<file path="src/hdl/cpg_pkg.sv">
// Shared constants and types of the checkerboard pixel generator.
package cpg_pkg;

	localparam int COORD_BITS_DEF = 16;
	localparam int MAX_CHECK_DEF  = 4096;

	localparam int CHECK_SIZE_W = 13;
	localparam int COUNT_W      = 3;
	localparam int COLOUR_W     = 32;
	localparam int CHAN_NUM     = 4;
	localparam int CFG_IDX_W    = 3;

	localparam logic [CFG_IDX_W-1:0] REG_CHECK_SIZE    = 3'd0;
	localparam logic [CFG_IDX_W-1:0] REG_TRIANGLE_MODE = 3'd1;
	localparam logic [CFG_IDX_W-1:0] REG_FORE_COLOUR   = 3'd2;
	localparam logic [CFG_IDX_W-1:0] REG_BACK_COLOUR   = 3'd3;
	localparam logic [CFG_IDX_W-1:0] REG_CHANNEL_COUNT = 3'd4;

	localparam logic [CHECK_SIZE_W-1:0] CHECK_SIZE_RST    = 13'd10;
	localparam logic [COUNT_W-1:0]      CHANNEL_COUNT_RST = 3'd4;

	typedef struct packed {
		logic [CHECK_SIZE_W-1:0] check_size;
		logic                    triangle_mode;
	} cpg_cfg_t;

	typedef struct packed {
		logic valid;
		logic is_fore;
	} cpg_res_t;

endpackage

</file>
<file path="src/hdl/cpg_engine.sv">
// Sequencer and shared subtractor that decide whether a pixel is foreground.
module cpg_engine import cpg_pkg::*; #(
	parameter int COORD_BITS = COORD_BITS_DEF,
	parameter int MAX_CHECK  = MAX_CHECK_DEF
) (
	input  logic                  clk,
	input  logic                  arst_n,
	input  logic                  start,
	input  logic [COORD_BITS-1:0] pos_x,
	input  logic [COORD_BITS-1:0] pos_y,
	input  cpg_cfg_t              cfg,
	output logic                  ready,
	input  logic                  take,
	output cpg_res_t              res
);

	localparam int SB     = $clog2(MAX_CHECK + 1);
	localparam int DW     = 2 * SB;
	localparam int NW     = 2 * SB + 4;
	localparam int UW     = NW;
	localparam int SQ_IT  = NW / 2;
	localparam int IT_MAX = (COORD_BITS > SQ_IT) ? COORD_BITS : SQ_IT;
	localparam int CTW    = $clog2(IT_MAX);

	typedef enum logic [3:0] {
		S_IDLE,
		S_MUL,
		S_SETUP,
		S_DIV,
		S_FOLD1,
		S_FOLD2,
		S_SQRT,
		S_NEXT,
		S_DONE
	} state_t;

	state_t                st_q;
	logic [COORD_BITS-1:0] p_q;
	logic [COORD_BITS-1:0] y_q;
	logic                  sel_y_q;
	logic                  mode_q;
	logic                  fore_q;
	logic [SB-1:0]         ts_q;
	logic [DW-1:0]         sq_q;
	logic [DW-1:0]         d_q;
	logic [DW-1:0]         half_q;
	logic [DW-1:0]         rem_q;
	logic [NW-1:0]         op_q;
	logic [NW-1:0]         root_q;
	logic [NW-1:0]         one_q;
	logic [CTW-1:0]        cnt_q;

	logic [SB-1:0] size_eff;
	logic [SB-1:0] size_tri;
	logic [DW:0]   rem_sh;
	logic [UW-1:0] sub_a;
	logic [UW-1:0] sub_b;
	logic [UW:0]   diff;
	logic          borrow;
	logic [NW-1:0] root_nx;

	always_comb begin
		if (cfg.check_size == '0) begin
			size_eff = SB'(1);
		end else if (32'(cfg.check_size) > 32'(MAX_CHECK)) begin
			size_eff = SB'(MAX_CHECK);
		end else begin
			size_eff = SB'(cfg.check_size);
		end
		size_tri = (size_eff == SB'(1)) ? SB'(2) : size_eff;
	end

	assign rem_sh = {rem_q, p_q[COORD_BITS-1]};

	// The shared subtractor of the block, used by division, folding and square root.
	always_comb begin
		case (st_q)
			S_DIV: begin
				sub_a = UW'(rem_sh);
				sub_b = UW'(d_q);
			end
			S_FOLD1: begin
				sub_a = UW'(rem_q);
				sub_b = UW'(half_q);
			end
			S_FOLD2: begin
				sub_a = UW'(d_q);
				sub_b = UW'(rem_q);
			end
			S_SQRT: begin
				sub_a = op_q;
				sub_b = root_q | one_q;
			end
			default: begin
				sub_a = '0;
				sub_b = '0;
			end
		endcase
	end

	assign diff    = {1'b0, sub_a} - {1'b0, sub_b};
	assign borrow  = diff[UW];
	assign root_nx = borrow ? (root_q >> 1) : ((root_q >> 1) | one_q);

	always_ff @(posedge clk or negedge arst_n) begin
		if (!arst_n) begin
			st_q    <= S_IDLE;
			sel_y_q <= 1'b0;
			mode_q  <= 1'b0;
			fore_q  <= 1'b0;
			cnt_q   <= '0;
		end else begin
			case (st_q)
				S_IDLE: begin
					if (start) begin
						p_q     <= pos_x;
						y_q     <= pos_y;
						sel_y_q <= 1'b0;
						fore_q  <= 1'b0;
						mode_q  <= cfg.triangle_mode;
						ts_q    <= size_tri;
						rem_q   <= '0;
						cnt_q   <= CTW'(COORD_BITS - 1);
						if (cfg.triangle_mode) begin
							st_q <= S_MUL;
						end else begin
							d_q  <= DW'(size_eff);
							st_q <= S_DIV;
						end
					end
				end
				S_MUL: begin
					sq_q <= DW'(ts_q) * DW'(ts_q);
					st_q <= S_SETUP;
				end
				S_SETUP: begin
					d_q    <= sq_q - DW'(1);
					half_q <= (sq_q + DW'(ts_q)) >> 1;
					st_q   <= S_DIV;
				end
				S_DIV: begin
					rem_q <= borrow ? rem_sh[DW-1:0] : diff[DW-1:0];
					p_q   <= p_q << 1;
					cnt_q <= cnt_q - CTW'(1);
					if (cnt_q == '0) begin
						if (mode_q) begin
							st_q <= S_FOLD1;
						end else begin
							fore_q <= fore_q ^ !borrow;
							st_q   <= S_NEXT;
						end
					end
				end
				S_FOLD1: begin
					root_q <= '0;
					one_q  <= NW'(1) << (NW - 2);
					cnt_q  <= CTW'(SQ_IT - 1);
					if (borrow) begin
						op_q <= NW'({rem_q, 3'b001});
						st_q <= S_SQRT;
					end else begin
						st_q <= S_FOLD2;
					end
				end
				S_FOLD2: begin
					op_q <= NW'({diff[DW-1:0], 3'b001});
					st_q <= S_SQRT;
				end
				S_SQRT: begin
					if (!borrow) begin
						op_q <= diff[NW-1:0];
					end
					root_q <= root_nx;
					one_q  <= one_q >> 2;
					cnt_q  <= cnt_q - CTW'(1);
					if (cnt_q == '0) begin
						fore_q <= fore_q ^ root_nx[1] ^ root_nx[0];
						st_q   <= S_NEXT;
					end
				end
				S_NEXT: begin
					if (sel_y_q) begin
						st_q <= S_DONE;
					end else begin
						p_q     <= y_q;
						sel_y_q <= 1'b1;
						rem_q   <= '0;
						cnt_q   <= CTW'(COORD_BITS - 1);
						st_q    <= S_DIV;
					end
				end
				S_DONE: begin
					if (take) begin
						st_q <= S_IDLE;
					end
				end
				default: begin
					st_q <= S_IDLE;
				end
			endcase
		end
	end

	assign ready       = (st_q == S_IDLE);
	assign res.valid   = (st_q == S_DONE);
	assign res.is_fore = fore_q;

	a_rem_below_divisor: assert property (@(posedge clk) disable iff (!arst_n)
		st_q == S_DIV |-> rem_q < d_q)
		else $error("Remainder is not below the divisor during division.");

	a_root_bit_onehot: assert property (@(posedge clk) disable iff (!arst_n)
		st_q == S_SQRT |-> $onehot(one_q))
		else $error("Square root trial bit is not one-hot.");

	a_sqrt_only_triangle: assert property (@(posedge clk) disable iff (!arst_n)
		(st_q == S_SQRT || st_q == S_FOLD1 || st_q == S_FOLD2) |-> mode_q)
		else $error("Run search entered in regular mode.");

	a_result_held: assert property (@(posedge clk) disable iff (!arst_n)
		res.valid && !take |=> res.valid && $stable(fore_q))
		else $error("Finished result was lost before it was taken.");

	a_start_leaves_idle: assert property (@(posedge clk) disable iff (!arst_n)
		start && ready |=> !ready && !res.valid)
		else $error("Accepted request did not start the sequencer.");

endmodule

</file>
<file path="src/hdl/checkerboard_pixel_generator_core.sv">
// Top level of the checkerboard pixel generator: channels, registers and output stage.
//
// Each request on the slave stream carries one pixel coordinate, pos_x in the low
// COORD_BITS of s_tdata and pos_y above it. The master stream returns one result per
// request: is_fore in m_tuser and the four channel bytes in m_tdata, channel 0 lowest,
// with bytes at or above channel_count forced to zero.
// Registers are written on the cfg channel (index 0 check_size, 1 triangle_mode,
// 2 fore_colour, 3 back_colour, 4 channel_count); higher indexes are ignored, and
// cfg_ready is always high. Write them only while no request is in flight.
// One request at a time goes through a sequencer around a shared subtractor.
// Regular mode: two restoring divisions of COORD_BITS steps each. Triangular mode adds
// a multiply and a setup step for the period, and per coordinate a fold of one or two
// steps and a square root of $clog2(MAX_CHECK+1)+2 steps.
// s_tready is high only while the sequencer is idle. The finished result moves into
// an output register, so a new request is taken while an earlier result still waits.
// If the receiver stalls with that register full, the sequencer holds its result.
// Reset clears the sequencer and the output valid and loads the register defaults.
module checkerboard_pixel_generator_core import cpg_pkg::*; #(
	parameter int COORD_BITS = COORD_BITS_DEF,
	parameter int MAX_CHECK  = MAX_CHECK_DEF
) (
	input  logic                                  clk,
	input  logic                                  arst_n,
	input  logic                                  s_tvalid,
	output logic                                  s_tready,
	// Fields from bit 0 up: pos_x, pos_y, zero padding.
	input  logic [((2*COORD_BITS+7)/8)*8-1:0]     s_tdata,
	output logic                                  m_tvalid,
	input  logic                                  m_tready,
	// Fields from bit 0 up: chan0, chan1, chan2, chan3.
	output logic [CHAN_NUM*8-1:0]                 m_tdata,
	// Fields from bit 0 up: is_fore.
	output logic                                  m_tuser,
	input  logic                                  cfg_valid,
	output logic                                  cfg_ready,
	input  logic [CFG_IDX_W-1:0]                  cfg_index,
	input  logic [COLOUR_W-1:0]                   cfg_data
);

	logic [CHECK_SIZE_W-1:0] check_size_q;
	logic                    triangle_mode_q;
	logic [COLOUR_W-1:0]     fore_colour_q;
	logic [COLOUR_W-1:0]     back_colour_q;
	logic [COUNT_W-1:0]      channel_count_q;

	logic                 m_tvalid_q;
	logic                 is_fore_q;
	logic [CHAN_NUM*8-1:0] chan_q;

	cpg_cfg_t            cfg;
	cpg_res_t            res;
	logic                eng_ready;
	logic                take;
	logic [COLOUR_W-1:0] colour;
	logic [CHAN_NUM*8-1:0] chan_nx;

	assign cfg_ready = 1'b1;

	always_ff @(posedge clk or negedge arst_n) begin
		if (!arst_n) begin
			check_size_q    <= CHECK_SIZE_RST;
			triangle_mode_q <= 1'b0;
			fore_colour_q   <= '0;
			back_colour_q   <= '0;
			channel_count_q <= CHANNEL_COUNT_RST;
		end else if (cfg_valid) begin
			case (cfg_index)
				REG_CHECK_SIZE:    check_size_q    <= cfg_data[CHECK_SIZE_W-1:0];
				REG_TRIANGLE_MODE: triangle_mode_q <= cfg_data[0];
				REG_FORE_COLOUR:   fore_colour_q   <= cfg_data;
				REG_BACK_COLOUR:   back_colour_q   <= cfg_data;
				REG_CHANNEL_COUNT: channel_count_q <= cfg_data[COUNT_W-1:0];
				default: begin
				end
			endcase
		end
	end

	assign cfg.check_size    = check_size_q;
	assign cfg.triangle_mode = triangle_mode_q;

	assign take = !m_tvalid_q || m_tready;

	cpg_engine #(
		.COORD_BITS(COORD_BITS),
		.MAX_CHECK (MAX_CHECK)
	) u_engine (
		.clk   (clk),
		.arst_n(arst_n),
		.start (s_tvalid && eng_ready),
		.pos_x (s_tdata[COORD_BITS-1:0]),
		.pos_y (s_tdata[2*COORD_BITS-1:COORD_BITS]),
		.cfg   (cfg),
		.ready (eng_ready),
		.take  (take),
		.res   (res)
	);

	assign s_tready = eng_ready;

	// A channel count above four uses all four bytes.
	always_comb begin
		colour = res.is_fore ? fore_colour_q : back_colour_q;
		for (int k = 0; k < CHAN_NUM; k++) begin
			chan_nx[8*k +: 8] = (32'(channel_count_q) > k) ? colour[8*k +: 8] : 8'd0;
		end
	end

	always_ff @(posedge clk or negedge arst_n) begin
		if (!arst_n) begin
			m_tvalid_q <= 1'b0;
		end else if (take) begin
			m_tvalid_q <= res.valid;
		end
	end

	always_ff @(posedge clk) begin
		if (take && res.valid) begin
			is_fore_q <= res.is_fore;
			chan_q    <= chan_nx;
		end
	end

	assign m_tvalid = m_tvalid_q;
	assign m_tdata  = chan_q;
	assign m_tuser  = is_fore_q;

endmodule

</file>
<file path="config.mk">
export PLATFORM = sky130hd
export DESIGN_NAME = checkerboard_pixel_generator_core
export DESIGN_NICKNAME = d
export VERILOG_FILES = /design/src/hdl/cpg_pkg.sv /design/src/hdl/cpg_engine.sv /design/src/hdl/checkerboard_pixel_generator_core.sv
export SDC_FILE = /design/constraint.sdc
export NUM_CORES = 1
export LEC_CHECK = 0
export BUFFER_PORTS_ARGS = -buffer_cell sky130_fd_sc_hd__buf_2
export CAP_MARGIN = 20
export CORE_UTILIZATION = 55
export DETAILED_ROUTE_END_ITERATION = 16
export PLACE_DENSITY = 0.73
export SETUP_SLACK_MARGIN = 0.4
export SLEW_MARGIN = 20
export SYNTH_ARGS = -nofsm -noshare
export SYNTH_HDL_FRONTEND = slang
export SYNTH_SLANG_ARGS = --single-unit
</file>
<file path="constraint.sdc">
create_clock -name clk -period 6.4 [get_ports clk]
set_input_delay 0.64 -clock clk [delete_from_list [all_inputs] [get_ports clk]]
set_output_delay 0.64 -clock clk [all_outputs]
set_load 0.03 [all_outputs]
</file>
# Word-level counts from Yosys, hierarchy flattened
# Cells that the tools add are included.
[word_totals] output_inout_bits=36 ff_bits=364 inputBits=72 wordCells=136
[op_classes] add_sub_neg=4 eq_ne=22 n_bitwise=5 mux=39 mul=1 order_cmp=5 n_reduce_logical=34
[ops] operator="$pmux W30 S4" count=2
[ops] operator="$mux W26" count=5
[ops] operator="$pmux W30 S2" count=2
[ops] operator="$mux W30" count=3
[ops] operator="$pmux W30 S3" count=1
[ops] operator="$pmux W26 S3" count=1
[ops] operator="$pmux W26 S2" count=1
[ops] operator="$pmux W16 S3" count=1
[ops] operator="$pmux W4 S9" count=1
[ops] operator="$mux W16" count=2
[ops] operator="$mux W32" count=1
[ops] operator="$sub A30 B30 Y31" count=1
[ops] operator="$or A29 B30 Y30" count=1
[ops] operator="$or A30 B30 Y30" count=1
[ops] operator="$mux W4" count=7
[ops] operator="$add A26 B13 Y26" count=1
[ops] operator="$mul A13 B13 Y26" count=1
[ops] operator="$mux W13" count=2
[ops] operator="$sub A26 B1 Y26 const B" count=1
[ops] operator="$reduce_and A2 Y1" count=10
[ops] operator="$eq A4 B3 Y1 const B" count=4
[ops] operator="$pmux W4 S4" count=1
[ops] operator="$reduce_and A4 Y1" count=4
[ops] operator="$eq A13 B1 Y1 const B" count=1
[ops] operator="other kinds (29)" count=55

# Depth between registers and ports, before layout
# Gate-level depths: netlist of the first run.
[logic_depth] ltp_word=8 ltp_mapped=24 ltp_nobuf=23

# By module
# A second synthesis of the first run with hierarchy kept.
[hier_totals] hier_cells=2007 hier_area_um2=22258.8
[by_module_without_submodules] mod="cpg_engine" area_each_um2=17486.8 cells_per_inst=1720 seq_area_each_um2=6911.6 n_inst=1
[by_module_without_submodules] mod="checkerboard_pixel_generator_core" area_each_um2=4772.1 cells_per_inst=287 seq_area_each_um2=3046.7 n_inst=1

# Worst setup path after synthesis of the first run
# Ideal clock, no wire load.
[synth_path] path_kind="flip-flop to flip-flop" start="register u_engine.ts_q[3]" end="register u_engine.sq_q[23], data pin" period_less_slack_ns=5.368 path_buffers=1 path_slack_ns=1.032 required_time_ns=6.142 setup_ns=0.258 arrival_time_ns=5.111 stages_incl_launch_ff=21 path_cell_list="edfxtp_1 clkbuf_1 nand2_1 fa_1 fa_1 inv_1 fa_1 fa_1 inv_1 fa_1 inv_1 ha_1 a21o_1 a21oi_1 nand2_1 o21ai_1 o21ai_1 o31a_1 o21ai_1 nor2b_1 xnor2_1"
[synth_via] elab_chain_len=1
[synth_rtl] element="start, declared" line="cpg_engine.sv:43" source="logic [SB-1:0] ts_q;"
[synth_rtl] element="start signal, assigned" line="cpg_engine.sv:121" source="ts_q <= size_tri;"
[synth_rtl] element="$mul A13 B13 Y26" line="cpg_engine.sv:133" source="sq_q <= DW'(ts_q) * DW'(ts_q);"
[synth_rtl] element="end signal, assigned" line="cpg_engine.sv:133"
[synth_rtl] element="end, declared" line="cpg_engine.sv:44" source="logic [DW-1:0] sq_q;"
# Every way passes these cells.
# A chain may end at the register's enable or synchronous reset.

# Final worst setup path of the first run
[layout_path] start="register u_engine.ts_q[9]" end="register u_engine.sq_q[23], data pin"
# Same word-level chain as after synthesis.

==> results.tsv, run 1 <==
stage	metric	value	unit
synthesis	Synth Cell Area	22100	um2
power	Lkg Pwr	10.5	nW
synthesis	FFs w/ async S/R, synth	26.8	%
global_route	Congestion Overflow GR	0	
routing	wire per inst	18.9	um
routing	routed vias	15700	
timing	Final Max Tran Viols	0	
floorplanning	num rows	73	
synthesis	number of synthesized flops with an enable pin	254	
timing	RSZ-0062 raised after global routing	no	
worst_setup_path	Setup CP Type	reg -> reg	
clock_tree	clk sink count	347	
layout	filler cell count	3124	
routing	First-pass DRT Iterations	11	
clock_tree	Clk Latency, worst-skew pair	570	ps
clock_tree	CTS tree	built	
worst_setup_path	maximum net fanout on the critical path	8	
clock_tree	H-tree levels	2	
layout	Syn-to-layout area delta	12.3	%
layout	final core occ	62.5	%
run_status	outcome	finished, violations left	
floorplanning	initial core utilization	55.7	%
worst_setup_path	Critical Path RT	6700	ps
routing	DRT Wirelength	51000	um
timing	TNS Setup	0	ps
layout	layout cells sized above 1	15.2	%
power	Total Power	12.1	mW
timing	Final Hold Fails	0	
synthesis	Main synth FF type	edfxtp_1	
synthesis	Yosys Warn Count	0	
synthesis	Avg Cell Area, Syn	10.8	um2
routing	DR DRC count	2	
floorplanning	die height	202	um
placement	IO Port Bufs	106	
synthesis	post-synthesis sequential area ratio	45.1	%
synthesis	synthesized instance count	2037	
global_route	first-pass GRT wire length	82800	um
worst_setup_path	Worst Setup End Kind	flop	
synthesis	FF+latch count, synth	347	
timing	FMAX	176	MHz
run_status	failing checks	design-rule violations	
timing	fin crit share	89.0	%
synthesis	Net Count, Synth	2320	
layout	Layout Nets	2427	
timing	slew at the pin closest to its max-slew limit	1080	ps
clock_tree	Worst-path clk slew	60	ps
worst_setup_path	CP startpoint kind	flop	
power	VDD IR max	0.000272	V
clock_tree	Clock Path Buffers	3	
floorplanning	I/O pins	108	
global_route	largest net degree at the start of global routing	63	
layout	most common library cell in the layout ignoring fill and taps	edfxtp_1	
layout	commonest cells after routing, fill and taps aside	edfxtp_1, inv_1, nand2_1, nor2_1, ha_1	
clock_tree	clk root buf	clkbuf_16	
timing	Final Skew	25.7	ps
placement	RD Place Congestion	0.883	
synthesis	library cells used by synthesis	74	
placement	placed instance count	2605	
timing	Tmin final	5690	ps
global_route	vias in the first global route	15800	
global_route	initial antenna violation count	1	
timing	final setup violating endpoints	0	
routing	Final ANT Viol Nets	0	
worst_setup_path	Critical Path AT	6000	ps
floorplanning	Horiz. Die Dim	202	um
routing	initial drt markers	1371	
hold_path	Hold Path Class	in -> async	
flow_run	Max Cap Viol	0	
floorplanning	die area	40900	um2
routing	vias per cell	5.81	
layout	area of the multi-input gates	11000	um2
floorplanning	core area	39600	um2
layout	non-filler cells, final	2702	
placement	Post-DP HPWL	36700	um
global_route	GRT Total Usage	25.3	%
clock_tree	CTS buffer count	40	
clock_tree	CTS resizes	0	
timing	max_slew headroom	27.8	%
clock_tree	cts hold-fix bufs	0	
power	pwr/cell area	488	nW/um2
layout	Seq. cell area	9960	um2
## where the power goes
group,switching [mW],internal [mW],total (mW)
clock network,0.953,1.44,2.39
registers,0.451,3.18,3.63
logic,3.62,2.45,6.07
## final timing paths
kind | slack, ps | cells after the start | from | endpoint
worst max-delay path | 710 | 23 | u_engine.ts_q[9] | u_engine.sq_q[23]
worst min-delay path | 140 | 1 | arst_n | back_colour_q[15]
worst max register to register | 710 | 23 | u_engine.ts_q[9] | u_engine.sq_q[23]
worst min register to register | 500 | 1 | back_colour_q[4] | back_colour_q[4]
max in group asynchronous | 5240 | 2 | arst_n | back_colour_q[25]
min in group clk | 250 | 1 | s_tdata[18] | u_engine.y_q[2]
## flip-flops by register name, indices dropped and copies added (netlist names), 3 cells and up
register / count
back_colour_q: 32
fore_colour_q: 32
m_tdata: 32
u_engine.op_q: 30
u_engine.root_q: 29
u_engine.d_q: 26
u_engine.rem_q: 26
u_engine.half_q: 25
u_engine.sq_q: 25
u_engine.p_q: 16
u_engine.y_q: 16
u_engine.one_q: 15
check_size_q: 13
u_engine.ts_q: 13
u_engine.cnt_q: 4
u_engine.st_q: 4
channel_count_q: 3
## Yosys cell counts (13+ instances only)
| cell type | number | area [um2] |
|---|---|---|
| ha_1 | 115 | 1440 |
| nor4b_1 | 13 | 114 |
| a22o_1 | 25 | 219 |
| o21a_1 | 17 | 128 |
| xor2_1 | 31 | 272 |
| buf_1 | 16 | 60.1 |
| edfxtp_1 | 254 | 7630 |
| dfrtp_1 | 90 | 2250 |
| a221oi_1 | 13 | 114 |
| nand2b_1 | 13 | 81.3 |
| mux2_2 | 84 | 946 |
| xnor2_1 | 59 | 517 |
| o21ai_0 | 56 | 280 |
| a22oi_1 | 63 | 473 |
| and2_1 | 72 | 450 |
| mux2i_1 | 51 | 510 |
| nand3_1 | 23 | 115 |
| inv_1 | 206 | 773 |
| nor2b_1 | 31 | 194 |
| nor3_1 | 21 | 105 |
| o21ai_1 | 24 | 120 |
| a21o_1 | 17 | 128 |
| a21oi_1 | 94 | 470 |
| nor2_1 | 134 | 503 |
| fa_1 | 96 | 1920 |
| clkbuf_1 | 72 | 270 |
| nand2_1 | 196 | 736 |
## cells by family (layout without fill, tap and decap cells)
logic type	after synthesis	count (layout)	synth area share (%)
simple gates	564	564	12.5
fa+ha+maj	211	211	15.2
compound gates	392	392	11.8
flops	347	347	45.1
xor+xnor	90	90	3.57
buf+inv	297	436	5.10
mux	135	135	6.60
other cells	1	2	0.0170
## metrics by stage
step | hold slack (ps) | area (um2) | worst slack (ps)
after CTS | 149 | 24600 | 566
final | 144 | 24800 | 707
after global routing | 187 | 24800 | 398
after detailed placement | 492 | 23200 | 592
after global placement | 486 | 23200 | 727
after floorplan | 344 | 22100 | 1030
## worst max-delay path: stages (launching register included)
cell and delay [ps]:
edfxtp_1 570, inv_1 170, nor2_1 230, inv_1 90, fa_1 510, inv_1 50, fa_1 540, inv_1 50
fa_1 480, inv_1 50, fa_1 470, inv_1 50, fa_1 480, inv_1 40, ha_1 290, o21a_1 110
nor2_1 190, a21oi_1 70, o21ai_1 180, o21ai_1 160, o31a_1 280, o21ai_1 150, nor2b_1 180, xnor2_1 70
## routing by layer
metal	global-route usage, %	part of all wire (%)	vias to the layer above
li1	-	-	7388
met1	35.1	44	7655
met2	40.8	47	561
met3	4.53	7.0	87
met4	7.55	2.7	0
met5	0	0	-
## area by class of cell
| class | instances | share of cell area [%] |
|---|---|---|
| Antenna cell | 1 | 0.0101 |
| Sequential cell | 347 | 40.2 |
| Inverter | 207 | 3.14 |
| Multi-Input combinational cell | 1393 | 44.6 |
| Clock inverter | 19 | 1.01 |
| Clock buffer | 55 | 4.65 |
| Tap cell | 525 | 2.65 |
| Timing Repair Buffer | 155 | 3.74 |
## timing repair
action / 4_1_cts / 5_1_grt
setup buffers: 0 / 22
setup endpoints to repair: 0 / 3
endpoints found under the hold margin: 0 / 0
Note: power is estimated with default switching activity, not from simulation.
==> run 2, diff against run 1 <==
--- a/config.mk
+++ b/config.mk
@@ -7,9 +7,8 @@
 export LEC_CHECK = 0
 export BUFFER_PORTS_ARGS = -buffer_cell sky130_fd_sc_hd__buf_2
 export CAP_MARGIN = 20
-export CORE_UTILIZATION = 55
+export CORE_UTILIZATION = 30
 export DETAILED_ROUTE_END_ITERATION = 16
-export PLACE_DENSITY = 0.73
 export SETUP_SLACK_MARGIN = 0.4
 export SLEW_MARGIN = 20
 export SYNTH_ARGS = -nofsm -noshare
==> results.tsv, run 2 (same netlist as run 1, synthesis figures left out) <==
stage	metric	value	unit
routing	First-pass DRT Iterations	6	
routing	vias per cell	5.00	
hold_path	Hold Path Class	in -> reg	
timing	Final Max Tran Viols	0	
placement	Post-DP HPWL	39200	um
global_route	Congestion Overflow GR	0	
power	Total Power	12.0	mW
timing	Tmin final	5670	ps
layout	Syn-to-layout area delta	14.4	%
clock_tree	Worst-path clk slew	60	ps
timing	fin crit share	88.6	%
floorplanning	I/O pins	108	
layout	Layout Nets	2425	
clock_tree	H-tree levels	2	
clock_tree	clk sink count	347	
routing	Final ANT Viol Nets	0	
power	Lkg Pwr	10.4	nW
clock_tree	CTS tree	built	
timing	Final Skew	15.2	ps
floorplanning	num rows	99	
worst_setup_path	Worst Setup End Kind	flop	
layout	layout cells sized above 1	14.9	%
placement	RD Place Congestion	0.908	
global_route	GRT Total Usage	14.4	%
timing	FMAX	176	MHz
clock_tree	Clk Latency, worst-skew pair	570	ps
timing	RSZ-0062 raised after global routing	no	
layout	final core occ	34.7	%
layout	commonest cells after routing, fill and taps aside	edfxtp_1, inv_1, nand2_1, nor2_1, ha_1	
routing	DRT Wirelength	53700	um
routing	initial drt markers	1277	
routing	wire per inst	17.2	um
worst_setup_path	Critical Path RT	6720	ps
worst_setup_path	worst-path cell chain	inv_1 > nor2_1 > inv_1 > fa_1 > inv_1 > fa_1 > inv_1 > fa_1 > inv_1 > fa_1 > inv_1 > fa_1 > inv_1 > ha_1 > o21a_1 > nor2_1 > a21oi_1 > o21ai_2 > o21ai_1 > o31a_1 > o21ai_1 > nor2b_1 > xnor2_1	
worst_setup_path	Critical Path Most Common Cell	inv_1	
timing	final setup violating endpoints	0	
timing	Final Hold Fails	0	
global_route	first-pass GRT wire length	87100	um
timing	max_slew headroom	33.0	%
floorplanning	Horiz. Die Dim	273	um
floorplanning	core area	72800	um2
clock_tree	clk root buf	clkbuf_16	
worst_setup_path	CP startpoint kind	flop	
routing	routed vias	15700	
floorplanning	die height	273	um
flow_run	Max Cap Viol	0	
placement	IO Port Bufs	106	
routing	DR DRC count	0	
layout	antenna diode count	0	
worst_setup_path	Critical Path AT	5980	ps
layout	most common library cell in the layout ignoring fill and taps	edfxtp_1	
worst_setup_path	maximum net fanout on the critical path	7	
floorplanning	initial core utilization	30.3	%
clock_tree	CTS buffer count	40	
timing	slew at the pin closest to its max-slew limit	1000	ps
clock_tree	Clock Path Buffers	3	
run_status	outcome	finished, final reports clean	
power	VDD IR max	0.000337	V
floorplanning	die area	74600	um2
timing	TNS Setup	0	ps
global_route	vias in the first global route	16100	
global_route	largest net degree at the start of global routing	58	
global_route	initial antenna violation count	0	
worst_setup_path	Setup CP Type	reg -> reg	
power	pwr/cell area	476	nW/um2
worst_setup_path	Critical Path Max Stage Delay	540	ps
worst_setup_path	slowest CP cell	fa_1	
[run 2: worst paths after layout]
path	to	slack, ps	cells after the start	startpoint
hold reg to reg	back_colour_q[5]	500	1	back_colour_q[5]
hold / removal	u_engine.y_q[2]	240	1	s_tdata[18]
setup / recovery	u_engine.sq_q[23]	730	23	u_engine.ts_q[9]
max in group asynchronous	u_engine.fore_q	4900	3	arst_n
min in group asynchronous	back_colour_q[18]	500	2	arst_n
setup reg to reg	u_engine.sq_q[23]	730	23	u_engine.ts_q[9]
[run 2: area by class of cell]
| cell class | instances | area [um2] |
|---|---|---|
| inverter | 207 | 777 |
| clock buffer | 47 | 1050 |
| clock inverter | 26 | 260 |
| multi-input combinational | 1393 | 11100 |
| timing repair buffer | 153 | 938 |
| tap | 959 | 1200 |
| sequential | 347 | 9960 |
| fill | 7277 | 47600 |
[run 2: power breakdown]
group | switching [mW] | total, mW | internal, mW
sequential | 0.453 | 3.63 | 3.18
combinational | 3.61 | 6.07 | 2.46
clock | 0.963 | 2.31 | 1.35
total | 5.03 | 12.0 | 6.98
[run 2: per-layer routing]
| layer | GRT usage [%] | share of wire, % | up-vias |
|---|---|---|---|
| met2 | 24.6 | 48 | 423 |
| li1 | - | - | 7376 |
| met4 | 3.87 | 1.9 | 0 |
| met1 | 19.3 | 45 | 7788 |
| met3 | 1.82 | 4.9 | 83 |
| met5 | 0 | 0 | - |
[run 2: through the flow]
step	hold slack, ps	worst slack [ps]	cell area, um2	cells
2_1_floorplan	344	1030	22100	2037
3_3_place_gp	486	550	23800	3045
3_5_place_dp	493	461	23800	3045
4_1_cts	213	415	25100	3119
5_1_grt	217	453	25200	3132
6_report	245	731	25200	3132
[run 2: timing repair]
action                                 in CTS  in global routing
gates resized for setup                     0                  2
endpoints found under the hold margin      14                  0
setup buffers                               0                 13
hold buffers                                1                  0
setup endpoints to repair                   0                  4
[run 2: worst max-delay path: cells and delay by family (launching register included)]
kind | cells | cell delay, ps
AND/OR/NAND/NOR | 3 | 650
adder cells (fa/ha/maj) | 6 | 2770
buffers and inverters | 7 | 510
flip-flops | 1 | 530
AO/OA/AOI/OAI | 6 | 900
XOR/XNOR | 1 | 70
==> run 3, diff against run 2 <==
--- a/config.mk
+++ b/config.mk
@@ -8,6 +8,7 @@
 export BUFFER_PORTS_ARGS = -buffer_cell sky130_fd_sc_hd__buf_2
 export CAP_MARGIN = 20
 export CORE_UTILIZATION = 30
+export CTS_BUF_LIST = sky130_fd_sc_hd__clkbuf_16
 export DETAILED_ROUTE_END_ITERATION = 16
 export SETUP_SLACK_MARGIN = 0.4
 export SLEW_MARGIN = 20
==> results.tsv, run 3 (same netlist as run 1, synthesis figures left out) <==
stage	metric	value	unit
run_status	outcome	finished, final reports clean	
floorplanning	initial core utilization	30.3	%
flow_run	Max Cap Viol	0	
worst_setup_path	Setup CP Type	reg -> reg	
placement	DP Area	23800	um2
floorplanning	Horiz. Die Dim	273	um
floorplanning	die height	273	um
clock_tree	Clk Latency, worst-skew pair	570	ps
routing	initial drt markers	1298	
worst_setup_path	CP startpoint kind	flop	
timing	max_slew headroom	33.0	%
routing	routed vias	15600	
layout	final instance area	25200	um2
worst_setup_path	R2R Setup Slk	730	ps
worst_setup_path	maximum net fanout on the critical path	7	
routing	DR DRC count	0	
routing	wire per inst	17.2	um
layout	Layout Nets	2425	
clock_tree	CTS tree	built	
clock_tree	clk sink count	347	
hold_path	Hold Path Stages	1	
global_route	vias in the first global route	16100	
timing	Min Hold Slack	245	ps
layout	non-filler cells, final	3132	
power	Lkg Pwr	10.4	nW
worst_setup_path	Worst Setup End Kind	flop	
worst_setup_path	r2r endpoint	u_engine.sq_q[23]	
timing	slew at the pin closest to its max-slew limit	1000	ps
timing	Final Hold Fails	0	
placement	IO Port Bufs	106	
global_route	first-pass GRT wire length	87100	um
global_route	initial antenna violation count	0	
global_route	largest net degree at the start of global routing	58	
routing	vias per cell	4.99	
hold_path	Hold Startpoint	s_tdata[18]	
timing	Final Max Tran Viols	0	
clock_tree	H-tree levels	2	
power	Total Power	12.0	mW
hold_path	Hold Path Class	in -> reg	
layout	Syn-to-layout area delta	14.4	%
timing	final setup violating endpoints	0	
global_route	Congestion Overflow GR	0	
clock_tree	Worst-path clk slew	60	ps
timing	FMAX	176	MHz
layout	antenna diode count	0	
timing	TNS Setup	0	ps
floorplanning	die area	74600	um2
floorplanning	num rows	99	
timing	Tmin final	5670	ps
worst_setup_path	Worst R2R Start	u_engine.ts_q[9]	
timing	Final Skew	15.2	ps
layout	layout cells sized above 1	14.9	%
clock_tree	CTS buffer count	40	
placement	placed instance count	3045	
clock_tree	Clock Path Buffers	3	
global_route	GRT Total Usage	14.4	%
routing	DRT Wirelength	53700	um
floorplanning	I/O pins	108	
clock_tree	clk root buf	clkbuf_16	
power	VDD IR max	0.000339	V
worst_setup_path	Critical Path AT	5980	ps
worst_setup_path	Reg2Reg Depth	23	
hold_path	WHS Endpoint	u_engine.y_q[2]	
layout	commonest cells after routing, fill and taps aside	edfxtp_1, inv_1, nand2_1, nor2_1, ha_1	
timing	RSZ-0062 raised after global routing	no	
routing	First-pass DRT Iterations	5	
layout	most common library cell in the layout ignoring fill and taps	edfxtp_1	
floorplanning	core area	72800	um2
power	pwr/cell area	475	nW/um2
timing	fin crit share	88.6	%
placement	Post-DP HPWL	39200	um
routing	Final ANT Viol Nets	0	
placement	RD Place Congestion	0.908	
worst_setup_path	Critical Path RT	6720	ps
## run 3: changes by cell type in the layout (fill, tap and decap cells not counted), sizes merged
cell,delta
clkbuf,-6
inv,+6
## run 3: layer usage
layer  vias up  GRT usage [%]  part of all wire [%]
li1       7377              -                     -
met3        89           1.82                   5.0
met2       439           24.6                    48
met4         0           3.87                   2.0
met5         -              0                     0
met1      7732           19.3                    45
## run 3: area by class of cell
| cell class | count | area, um2 |
|---|---|---|
| Timing Repair Buffer | 153 | 938 |
| Inverter | 207 | 777 |
| Multi-Input combinational cell | 1393 | 11100 |
| Tap cell | 959 | 1200 |
| Fill cell | 7277 | 47600 |
| Sequential cell | 347 | 9960 |
| Clock inverter | 32 | 283 |
| Clock buffer | 41 | 1030 |
## run 3: how the worst max path moves through the flow
| stage | startpoint | endpoint | slack, ps | depth (start not counted) |
|---|---|---|---|---|
| global placement | u_engine.ts_q[8] | u_engine.sq_q[23] | 550 | 19 |
| CTS | u_engine.ts_q[8] | u_engine.sq_q[23] | 420 | 19 |
| finish | u_engine.ts_q[9] | u_engine.sq_q[23] | 730 | 23 |
| global route | u_engine.ts_q[9] | u_engine.sq_q[24] | 450 | 20 |
| detailed placement | u_engine.ts_q[8] | u_engine.sq_q[23] | 460 | 19 |
| floorplan | u_engine.ts_q[3] | u_engine.sq_q[23] | 1030 | 20 |
## run 3: stage by stage
step	utilization (%)	setup WS [ps]
detailed placement	32.7	461
global placement	32.7	550
global route	34.7	452
finish	34.7	731
floorplan	-	1030
CTS	34.5	415
## run 3: critical path, cell delays in order, from the launching register on
cell      delay, ps
edfxtp_1        530
inv_1           170
nor2_1          240
inv_1            90
fa_1            520
inv_1            60
fa_1            540
inv_1            50
fa_1            470
inv_1            50
fa_1            470
inv_1            50
fa_1            470
inv_1            40
ha_1            300
o21a_1          110
nor2_1          240
a21oi_1         100
o21ai_2         120
o21ai_1         140
o31a_1          270
o21ai_1         160
nor2b_1         170
xnor2_1          70
## run 3: where the power goes
part / leakage [nW] / total (mW) / internal, mW / switching (mW)
logic: 6.33 / 6.07 / 2.46 / 3.61
registers: 3.45 / 3.63 / 3.18 / 0.452
clock network: 0.660 / 2.30 / 1.34 / 0.964
total: 10.4 / 12.0 / 6.97 / 5.02
## run 3: repair_timing
action	CTS	global route
hold endpoints to repair	14	0
setup buffers	0	13
setup endpoints to repair	0	4
gates resized for setup	0	2
hold buffers	1	0
